$ cat src/sv/mrdt_pkg.sv
package mrdt_pkg;

	// Dead-time limits in millisecond ticks.
	localparam int unsigned MIN_DELAY_TICKS = 50;
	localparam int unsigned MAX_DELAY_TICKS = 300;
	localparam int unsigned DELAY_SPAN =
		(MAX_DELAY_TICKS > MIN_DELAY_TICKS) ? (MAX_DELAY_TICKS - MIN_DELAY_TICKS) : 0;

	localparam int unsigned SPEED_W     = 8;
	localparam int unsigned DUTY_W      = 8;
	localparam int unsigned WAIT_W      = 9;
	localparam int unsigned MAG_W       = 8;
	localparam int unsigned CLAMP_W     = 7;
	localparam logic [CLAMP_W-1:0] MAG_LIMIT = 7'd100;

	// Division by 100 is a multiplication by a rounded-up reciprocal and a shift.
	// With magnitudes of at most 128 the rounding error stays far below one step.
	localparam int unsigned RECIP_SHIFT = 23;
	localparam int unsigned DUTY_SCALE_W = 25;
	localparam int unsigned DEAD_SCALE_W = 26;
	localparam logic [63:0] DUTY_SCALE_64 =
		(64'd255 * (64'd1 << RECIP_SHIFT) + 64'd99) / 64'd100;
	localparam logic [63:0] DEAD_SCALE_64 =
		(64'(DELAY_SPAN) * (64'd1 << RECIP_SHIFT) + 64'd99) / 64'd100;
	localparam logic [DUTY_SCALE_W-1:0] DUTY_SCALE = DUTY_SCALE_64[DUTY_SCALE_W-1:0];
	localparam logic [DEAD_SCALE_W-1:0] DEAD_SCALE = DEAD_SCALE_64[DEAD_SCALE_W-1:0];

	localparam int unsigned DEAD_Q_W = 10;
	localparam int unsigned DEAD_SUM_W = 11;
	localparam logic [DEAD_SUM_W-1:0] MIN_DELAY = DEAD_SUM_W'(MIN_DELAY_TICKS);
	localparam logic [DEAD_SUM_W-1:0] MAX_DELAY = DEAD_SUM_W'(MAX_DELAY_TICKS);
	localparam logic SPAN_NONZERO = (DELAY_SPAN != 0);

	// Configuration port.
	localparam int unsigned ADDR_W = 3;
	localparam int unsigned DATA_W = 32;
	localparam logic REG_REVERSE_MOTOR = 1'b0;

	typedef enum logic {
		OP_COMMAND = 1'b0,
		OP_TICK    = 1'b1
	} op_t;

endpackage

$ cat src/sv/motor_reversal_dead_time_drive_top.sv
// H-bridge drive with a dead time on direction reversal.
// The item channel (item_valid, item_stall, operation, speed_command) carries either a
// signed speed command in percent or a one-millisecond tick. Every item yields exactly one
// result on the result channel (result_valid, result_stall, pwm_duty, direction_high,
// reversal_pending): the drive state after that item.
// A command whose sign opposes the last applied speed first drives zero speed and is
// held; it is applied on the tick after the dead time has run out. Zero or same-sign
// commands apply at once and cancel anything pending.
// The item lands in an input register, and the state update from it is loaded into the
// result register, from which the result is read. One item
// is accepted every cycle as long as the result side takes results; the path is one
// constant multiplier each for duty and dead time. When the receiver stalls, the result
// holds, the item held in the input register waits, and item_stall rises once that
// register is occupied.
// reverse_motor is written over APB at any address with paddr[2] low, by the user only
// while the block is idle (not enforced); it takes effect at the next applied speed.
// Reset clears the drive to zero duty, direction low, nothing pending, and empties both
// registers of the pipeline.
module motor_reversal_dead_time_drive_top (
	input  logic                               clk,
	input  logic                               arst_n,
	input  logic                               psel,
	input  logic                               penable,
	input  logic                               pwrite,
	input  logic [mrdt_pkg::ADDR_W-1:0]        paddr,
	input  logic [mrdt_pkg::DATA_W-1:0]        pwdata,
	output logic [mrdt_pkg::DATA_W-1:0]        prdata,
	output logic                               pready,
	input  logic                               item_valid,
	output logic                               item_stall,
	input  logic                               operation,
	input  logic signed [mrdt_pkg::SPEED_W-1:0] speed_command,
	output logic                               result_valid,
	input  logic                               result_stall,
	output logic [mrdt_pkg::DUTY_W-1:0]        pwm_duty,
	output logic                               direction_high,
	output logic                               reversal_pending
);

	logic                               reverse_q;
	logic                               valid_s1;
	logic                               operation_s1;
	logic signed [mrdt_pkg::SPEED_W-1:0] speed_s1;
	logic                               result_valid_q;
	logic signed [mrdt_pkg::SPEED_W-1:0] last_speed_q;
	logic signed [mrdt_pkg::SPEED_W-1:0] held_speed_q;
	logic [mrdt_pkg::WAIT_W-1:0]        wait_q;
	logic [mrdt_pkg::DUTY_W-1:0]        drive_duty_q;
	logic                               drive_dir_q;

	logic                               advance;
	logic                               is_tick;
	logic                               held_nz;
	logic                               opposite;
	logic                               apply_en;
	logic signed [mrdt_pkg::SPEED_W-1:0] apply_speed;
	logic [mrdt_pkg::MAG_W-1:0]         apply_mag;
	logic [mrdt_pkg::CLAMP_W-1:0]       apply_clamped;
	logic [mrdt_pkg::CLAMP_W+mrdt_pkg::DUTY_SCALE_W-1:0] duty_prod;
	logic [mrdt_pkg::DUTY_W-1:0]        duty_raw;
	logic                               fwd;
	logic [mrdt_pkg::DUTY_W-1:0]        duty_next;
	logic [mrdt_pkg::MAG_W-1:0]         last_mag;
	logic [mrdt_pkg::MAG_W+mrdt_pkg::DEAD_SCALE_W-1:0] dead_prod;
	logic [mrdt_pkg::DEAD_SUM_W-1:0]    dead_sum;
	logic [mrdt_pkg::WAIT_W-1:0]        dead_time;

	function automatic logic [mrdt_pkg::MAG_W-1:0] MAG_NEG(
		input logic signed [mrdt_pkg::SPEED_W-1:0] v
	);
		return mrdt_pkg::MAG_W'(-v);
	endfunction

	// Configuration port.
	assign pready = 1'b1;

	always_comb begin
		prdata = '0;
		if (paddr[mrdt_pkg::ADDR_W-1] == mrdt_pkg::REG_REVERSE_MOTOR) begin
			prdata[0] = reverse_q;
		end
	end

	always_ff @(posedge clk or negedge arst_n) begin
		if (!arst_n) begin
			reverse_q <= 1'b0;
		end else if (psel && penable && pwrite && pready &&
			paddr[mrdt_pkg::ADDR_W-1] == mrdt_pkg::REG_REVERSE_MOTOR) begin
			reverse_q <= pwdata[0];
		end
	end

	// The result register doubles as the drive state, so the state only moves when
	// the result slot is free.
	assign advance    = valid_s1 && (!result_valid_q || !result_stall);
	assign item_stall = valid_s1 && !advance;

	always_ff @(posedge clk or negedge arst_n) begin
		if (!arst_n) begin
			valid_s1 <= 1'b0;
		end else if (!item_stall) begin
			valid_s1 <= item_valid;
		end
	end

	always_ff @(posedge clk) begin
		if (!item_stall && item_valid) begin
			operation_s1 <= operation;
			speed_s1     <= speed_command;
		end
	end

	// Step logic.
	assign is_tick  = (operation_s1 == mrdt_pkg::OP_TICK);
	assign held_nz  = (held_speed_q != '0);
	assign opposite = (speed_s1 != '0) && (last_speed_q != '0) &&
		(speed_s1[mrdt_pkg::SPEED_W-1] != last_speed_q[mrdt_pkg::SPEED_W-1]);
	assign apply_en = !is_tick || (held_nz && wait_q == '0);

	always_comb begin
		if (is_tick) begin
			apply_speed = held_speed_q;
		end else if (opposite) begin
			apply_speed = '0;
		end else begin
			apply_speed = speed_s1;
		end
	end

	assign apply_mag = apply_speed[mrdt_pkg::SPEED_W-1] ? MAG_NEG(apply_speed) :
		mrdt_pkg::MAG_W'(apply_speed);
	assign apply_clamped = (apply_mag > mrdt_pkg::MAG_W'(mrdt_pkg::MAG_LIMIT)) ?
		mrdt_pkg::MAG_LIMIT : apply_mag[mrdt_pkg::CLAMP_W-1:0];
	assign duty_prod = (mrdt_pkg::CLAMP_W+mrdt_pkg::DUTY_SCALE_W)'(apply_clamped) *
		(mrdt_pkg::CLAMP_W+mrdt_pkg::DUTY_SCALE_W)'(mrdt_pkg::DUTY_SCALE);
	assign duty_raw  = duty_prod[mrdt_pkg::RECIP_SHIFT +: mrdt_pkg::DUTY_W];
	assign fwd       = !apply_speed[mrdt_pkg::SPEED_W-1] ^ reverse_q;
	assign duty_next = fwd ? ~duty_raw : duty_raw;

	// Dead time grows with the magnitude of the speed being reversed.
	assign last_mag = last_speed_q[mrdt_pkg::SPEED_W-1] ? MAG_NEG(last_speed_q) :
		mrdt_pkg::MAG_W'(last_speed_q);
	assign dead_prod = (mrdt_pkg::MAG_W+mrdt_pkg::DEAD_SCALE_W)'(last_mag) *
		(mrdt_pkg::MAG_W+mrdt_pkg::DEAD_SCALE_W)'(mrdt_pkg::DEAD_SCALE);
	assign dead_sum = mrdt_pkg::MIN_DELAY +
		mrdt_pkg::DEAD_SUM_W'(dead_prod[mrdt_pkg::RECIP_SHIFT +: mrdt_pkg::DEAD_Q_W]);
	assign dead_time = (mrdt_pkg::SPAN_NONZERO && dead_sum > mrdt_pkg::MAX_DELAY) ?
		mrdt_pkg::MAX_DELAY[mrdt_pkg::WAIT_W-1:0] : dead_sum[mrdt_pkg::WAIT_W-1:0];

	always_ff @(posedge clk or negedge arst_n) begin
		if (!arst_n) begin
			result_valid_q <= 1'b0;
			last_speed_q   <= '0;
			held_speed_q   <= '0;
			wait_q         <= '0;
			drive_duty_q   <= '0;
			drive_dir_q    <= 1'b0;
		end else begin
			if (advance) begin
				result_valid_q <= 1'b1;
			end else if (!result_stall) begin
				result_valid_q <= 1'b0;
			end
			if (advance) begin
				if (apply_en) begin
					drive_duty_q <= duty_next;
					drive_dir_q  <= fwd;
				end
				if (is_tick) begin
					if (held_nz) begin
						if (wait_q == '0) begin
							last_speed_q <= held_speed_q;
							held_speed_q <= '0;
						end else begin
							wait_q <= wait_q - mrdt_pkg::WAIT_W'(1);
						end
					end
				end else if (opposite) begin
					held_speed_q <= speed_s1;
					wait_q       <= dead_time;
				end else begin
					last_speed_q <= speed_s1;
					held_speed_q <= '0;
					wait_q       <= '0;
				end
			end
		end
	end

	assign result_valid     = result_valid_q;
	assign pwm_duty         = drive_duty_q;
	assign direction_high   = drive_dir_q;
	assign reversal_pending = held_nz;

endmodule
$ cat config.mk
export PLATFORM = sky130hd
export DESIGN_NAME = motor_reversal_dead_time_drive_top
export DESIGN_NICKNAME = d
export VERILOG_FILES = /design/src/sv/mrdt_pkg.sv /design/src/sv/motor_reversal_dead_time_drive_top.sv
export SDC_FILE = /design/constraint.sdc
export NUM_CORES = 1
export LEC_CHECK = 0
export BUFFER_PORTS_ARGS = -buffer_cell sky130_fd_sc_hd__clkbuf_2
export CAP_MARGIN = 10
export CORE_ASPECT_RATIO = 1.5
export CORE_MARGIN = 2
export CORE_UTILIZATION = 58
export DETAILED_ROUTE_END_ITERATION = 10
export PLACE_DENSITY_LB_ADDON = 0.15
export SLEW_MARGIN = 0
export SYNTH_ARGS = -nofsm -noshare
export SYNTH_HDL_FRONTEND = slang
export SYNTH_SLANG_ARGS = --single-unit
$ cat constraint.sdc
create_clock -name clk -period 9.7 [get_ports clk]
set_input_delay 0 -clock clk [delete_from_list [all_inputs] [get_ports clk]]
set_output_delay 0 -clock clk [all_outputs]
set_load 0.005 [all_outputs]
==> results.txt <==
Relative to the synthesized area, the layout overhead comes to 7.50%. The floorplan step defined a core boundary enclosing 8880 µm². In this run the vertical extent of the chip is 121 µm.

The final-stage net count came out at 786. Across the run, the number of max-cap violations was 0. The commonest cells after synthesis are 78 x sky130_fd_sc_hd__ha_1, 64 x sky130_fd_sc_hd__nand2_1, 53 x sky130_fd_sc_hd__inv_1. In this run the critical register-to-register path is launched from last_speed_q[7]$_DFFE_PN0P_. Cell count of the worst reg-to-reg path: 28. TritonCTS built the clock tree. The tools report the endpoint of the worst hold path as reverse_q$_DFFE_PN0P_. sky130_fd_sc_hd__ha_1 takes more of the synthesized area than any other cell. Setup repair after global routing left no endpoint under its margin. The category of the critical setup timing path was flip-flop to flip-flop. The reg2reg setup slack was 1.68 ns; the site row count was 42. Of all nets on the critical path, the largest fanout is 12. The run finished with clean final reports. The most common flop cell mapped by yosys was sky130_fd_sc_hd__dfrtp_1. In the final layout, the share of cells above drive strength 1 is 11.1%. Clock-pin slew was measured on the worst setup and hold paths at 0.06 ns. The worst setup path is captured at a flip-flop. The transition time at the pin with the least slew margin came out at 0.986 ns.

The highest-delay cell along the critical path was sky130_fd_sc_hd__dfrtp_1. The number of antenna violations at the first check in global routing came out at 0. For the worst path required time, the log shows 9.87 ns. After detailed routing, the average wire length per cell comes to 15.8 µm. The worst register-to-register path ends at pwm_duty[4]$_DFFE_PN0P_. The clock passes through at most 2 buffers. The via density per instance was 5.77; the sum of routed wire length over all layers was 11800 µm.

Launch instance of the worst min-delay path: pwrite. Entering global routing, the biggest net connects 38 pins. The tools report the kind of start point of the critical path as a flip-flop. The floorplan step set the die width to 82.1 µm. The clock tree synthesis step divided the H-tree into 2 levels. Longest individual stage delay on the worst path: 0.57 ns.

Headroom to the max-slew limit came out at 34.3%. The run gives 96 as the number of I/O pins. For the number of cells upsized or downsized after cts, the log shows 0. The final max-slew violation count is 0, and the number of endpoints failing setup at the final stage is 0. The TritonCTS sink count was 46.

CTS placed an instance of sky130_fd_sc_hd__clkbuf_16 at the clock tree root. Share of the clock period used by the worst path after layout: 82.7%. The remaining antenna violation count after routing came out at 0. 0 antenna diodes ended up in the layout. The number of cells produced by synthesis came out at 602. The mean post-synth cell area works out to 8.81 µm².

The synthesized cell area is 5300 µm², and the total number of yosys warnings is 0. The flip-flop and latch count after synthesis works out to 46. Yosys attributes the largest share of cell area to sky130_fd_sc_hd__ha_1 18%, sky130_fd_sc_hd__dfrtp_1 17%, sky130_fd_sc_hd__fa_1 6.4%. The tools report the DRC marker count from the first detailed-route iteration as 257.

The total congestion overflow after global routing is 0, and the routed via count is 4335. Counting flops with a built-in enable in the synthesized netlist gives 9. The effective utilization at floorplan was 59.7%; the aggregate global-route resource usage was 25.5%.

Clock skew on the completed layout was measured at 0.00730 ns. Clock latency on the worst-skew pair, taken at its later pin, is 0.29 ns. Detailed placement ended at an HPWL of 9630 µm.

Port buffering added 30 buffers. Setup total negative slack on the finished layout was measured at 0 ns. For the post-detailed-route DRC marker count, the log shows 0. The post-synthesis async set-or-reset flop share is 80.4%, and the fmax is 125 MHz. The logs give 8.20 ns for the data arrival time of the critical path and 19600 µm for the wire length of the first global-routing pass. The count of hold-fix buffers inserted at cts came out at 13. The worst hold path was traced through 3 stages. The shortest clock period the worst path allows after layout was 8.02 ns; the overall die area was 9940 µm².

Number of buffers created by CTS: 5. The number of iterations in the first detailed-routing pass was 4. The min-delay analysis places its worst path in the category input pin to flip-flop.

For the final weighted congestion in routability-driven placement, the log shows 0.892. The count of cell types in the netlist was 72. The setup fix buffers added after clock tree synthesis is 0. The count of endpoints failing hold in the final timing report is 0. The tools report the number of global-route vias before repair as 4304. For the proportion of synthesized chip area in sequential cells, the log shows 22.6%. The most used standard cell by instance count after synthesis is sky130_fd_sc_hd__ha_1.

Summed over its instances, the top area cell type makes up 18.4% of the synthesized netlist area.
[worst max path at each step]
stage	cells after the start	to	start	slack (ns)
3_5_place_dp	28	pwm_duty[4]$_DFFE_PN0P_	last_speed_q[7]$_DFFE_PN0P_	1.66
2_1_floorplan	32	pwm_duty[5]$_DFFE_PN0P_	is_tick$_DFFE_PP_	2.44
6_report	28	pwm_duty[4]$_DFFE_PN0P_	last_speed_q[7]$_DFFE_PN0P_	1.68
4_1_cts	28	pwm_duty[4]$_DFFE_PN0P_	last_speed_q[7]$_DFFE_PN0P_	1.64
5_1_grt	28	pwm_duty[4]$_DFFE_PN0P_	last_speed_q[7]$_DFFE_PN0P_	1.11
3_3_place_gp	28	pwm_duty[4]$_DFFE_PN0P_	last_speed_q[7]$_DFFE_PN0P_	1.82
[layout make-up]
class / count / area, µm²
clock buffer: 5 / 125
clock inverter: 3 / 43.8
fill: 791 / 3180
inverter: 53 / 199
multi-input combinational: 488 / 3700
sequential: 46 / 1200
tap: 110 / 138
timing repair buffer: 46 / 303
[through the flow]
stage / std cells / util, % / hold slack [ns] / setup slack, ns / instance area, µm²
6_report: 751 / 64.2 / 0.0419 / 1.68 / 5700
5_1_grt: 751 / 64.2 / 0.0628 / 1.11 / 5700
4_1_cts: 751 / 64.2 / 0.0442 / 1.64 / 5700
3_5_place_dp: 730 / 60.8 / 0.179 / 1.66 / 5400
3_3_place_gp: 730 / 60.8 / 0.177 / 1.82 / 5400
2_1_floorplan: 632 / - / -0.296 / 2.44 / 5420
[cells by family after synthesis]
family / synth area share [%]
AO/OA/AOI/OAI: 19.5
XOR/XNOR: 5.61
adder cells (fa/ha/maj): 24.8
buffers and inverters: 9.93
flip-flops: 22.6
multiplexers: 2.62
other: 0.142
AND/OR/NAND/NOR: 14.8
[critical path, delay by kind of cell, from the launching register on]
kind                     cells  cell delay (ns)
buffers and inverters        2             0.10
adder cells (fa/ha/maj)      6             2.52
flip-flops                   1             0.57
AO/OA/AOI/OAI               11             2.91
XOR/XNOR                     2             0.46
AND/OR/NAND/NOR              7             1.36
[sequential cells by signal, indices dropped and copies added (netlist names)]
signal          cells
direction_high      1
held_speed_q        8
is_tick             1
last_speed_q        8
pwm_duty            8
result_valid        1
reverse_q           1
speed_s1            8
valid_s1            1
wait_q              9
[per-layer routing]
layer	GRT usage [%]	vias up	routed length [µm]
met4	10.7	0	378
met1	27.0	2082	4380
met3	2.38	29	210
met2	49.0	83	6870
li1	-	2141	-
met5	0	-	0
[layout by cell type, fill, tap and decap left out, types with 8 or more instances in the layout]
master	count
sky130_fd_sc_hd__a21o_1	9
sky130_fd_sc_hd__a21oi_1	26
sky130_fd_sc_hd__a31oi_1	10
sky130_fd_sc_hd__clkbuf_2	30
sky130_fd_sc_hd__conb_1	32
sky130_fd_sc_hd__dfrtp_1	37
sky130_fd_sc_hd__dlygate4sd3_1	13
sky130_fd_sc_hd__edfxtp_1	9
sky130_fd_sc_hd__fa_1	17
sky130_fd_sc_hd__ha_1	78
sky130_fd_sc_hd__inv_1	53
sky130_fd_sc_hd__nand2_1	64
sky130_fd_sc_hd__nand3_1	11
sky130_fd_sc_hd__nor2_1	32
sky130_fd_sc_hd__nor3_1	13
sky130_fd_sc_hd__o21ai_0	41
sky130_fd_sc_hd__o31ai_1	8
sky130_fd_sc_hd__xnor2_1	30
Power is not shown: default switching activity piles up to over one toggle a cycle in this logic, so the estimate is an artifact.
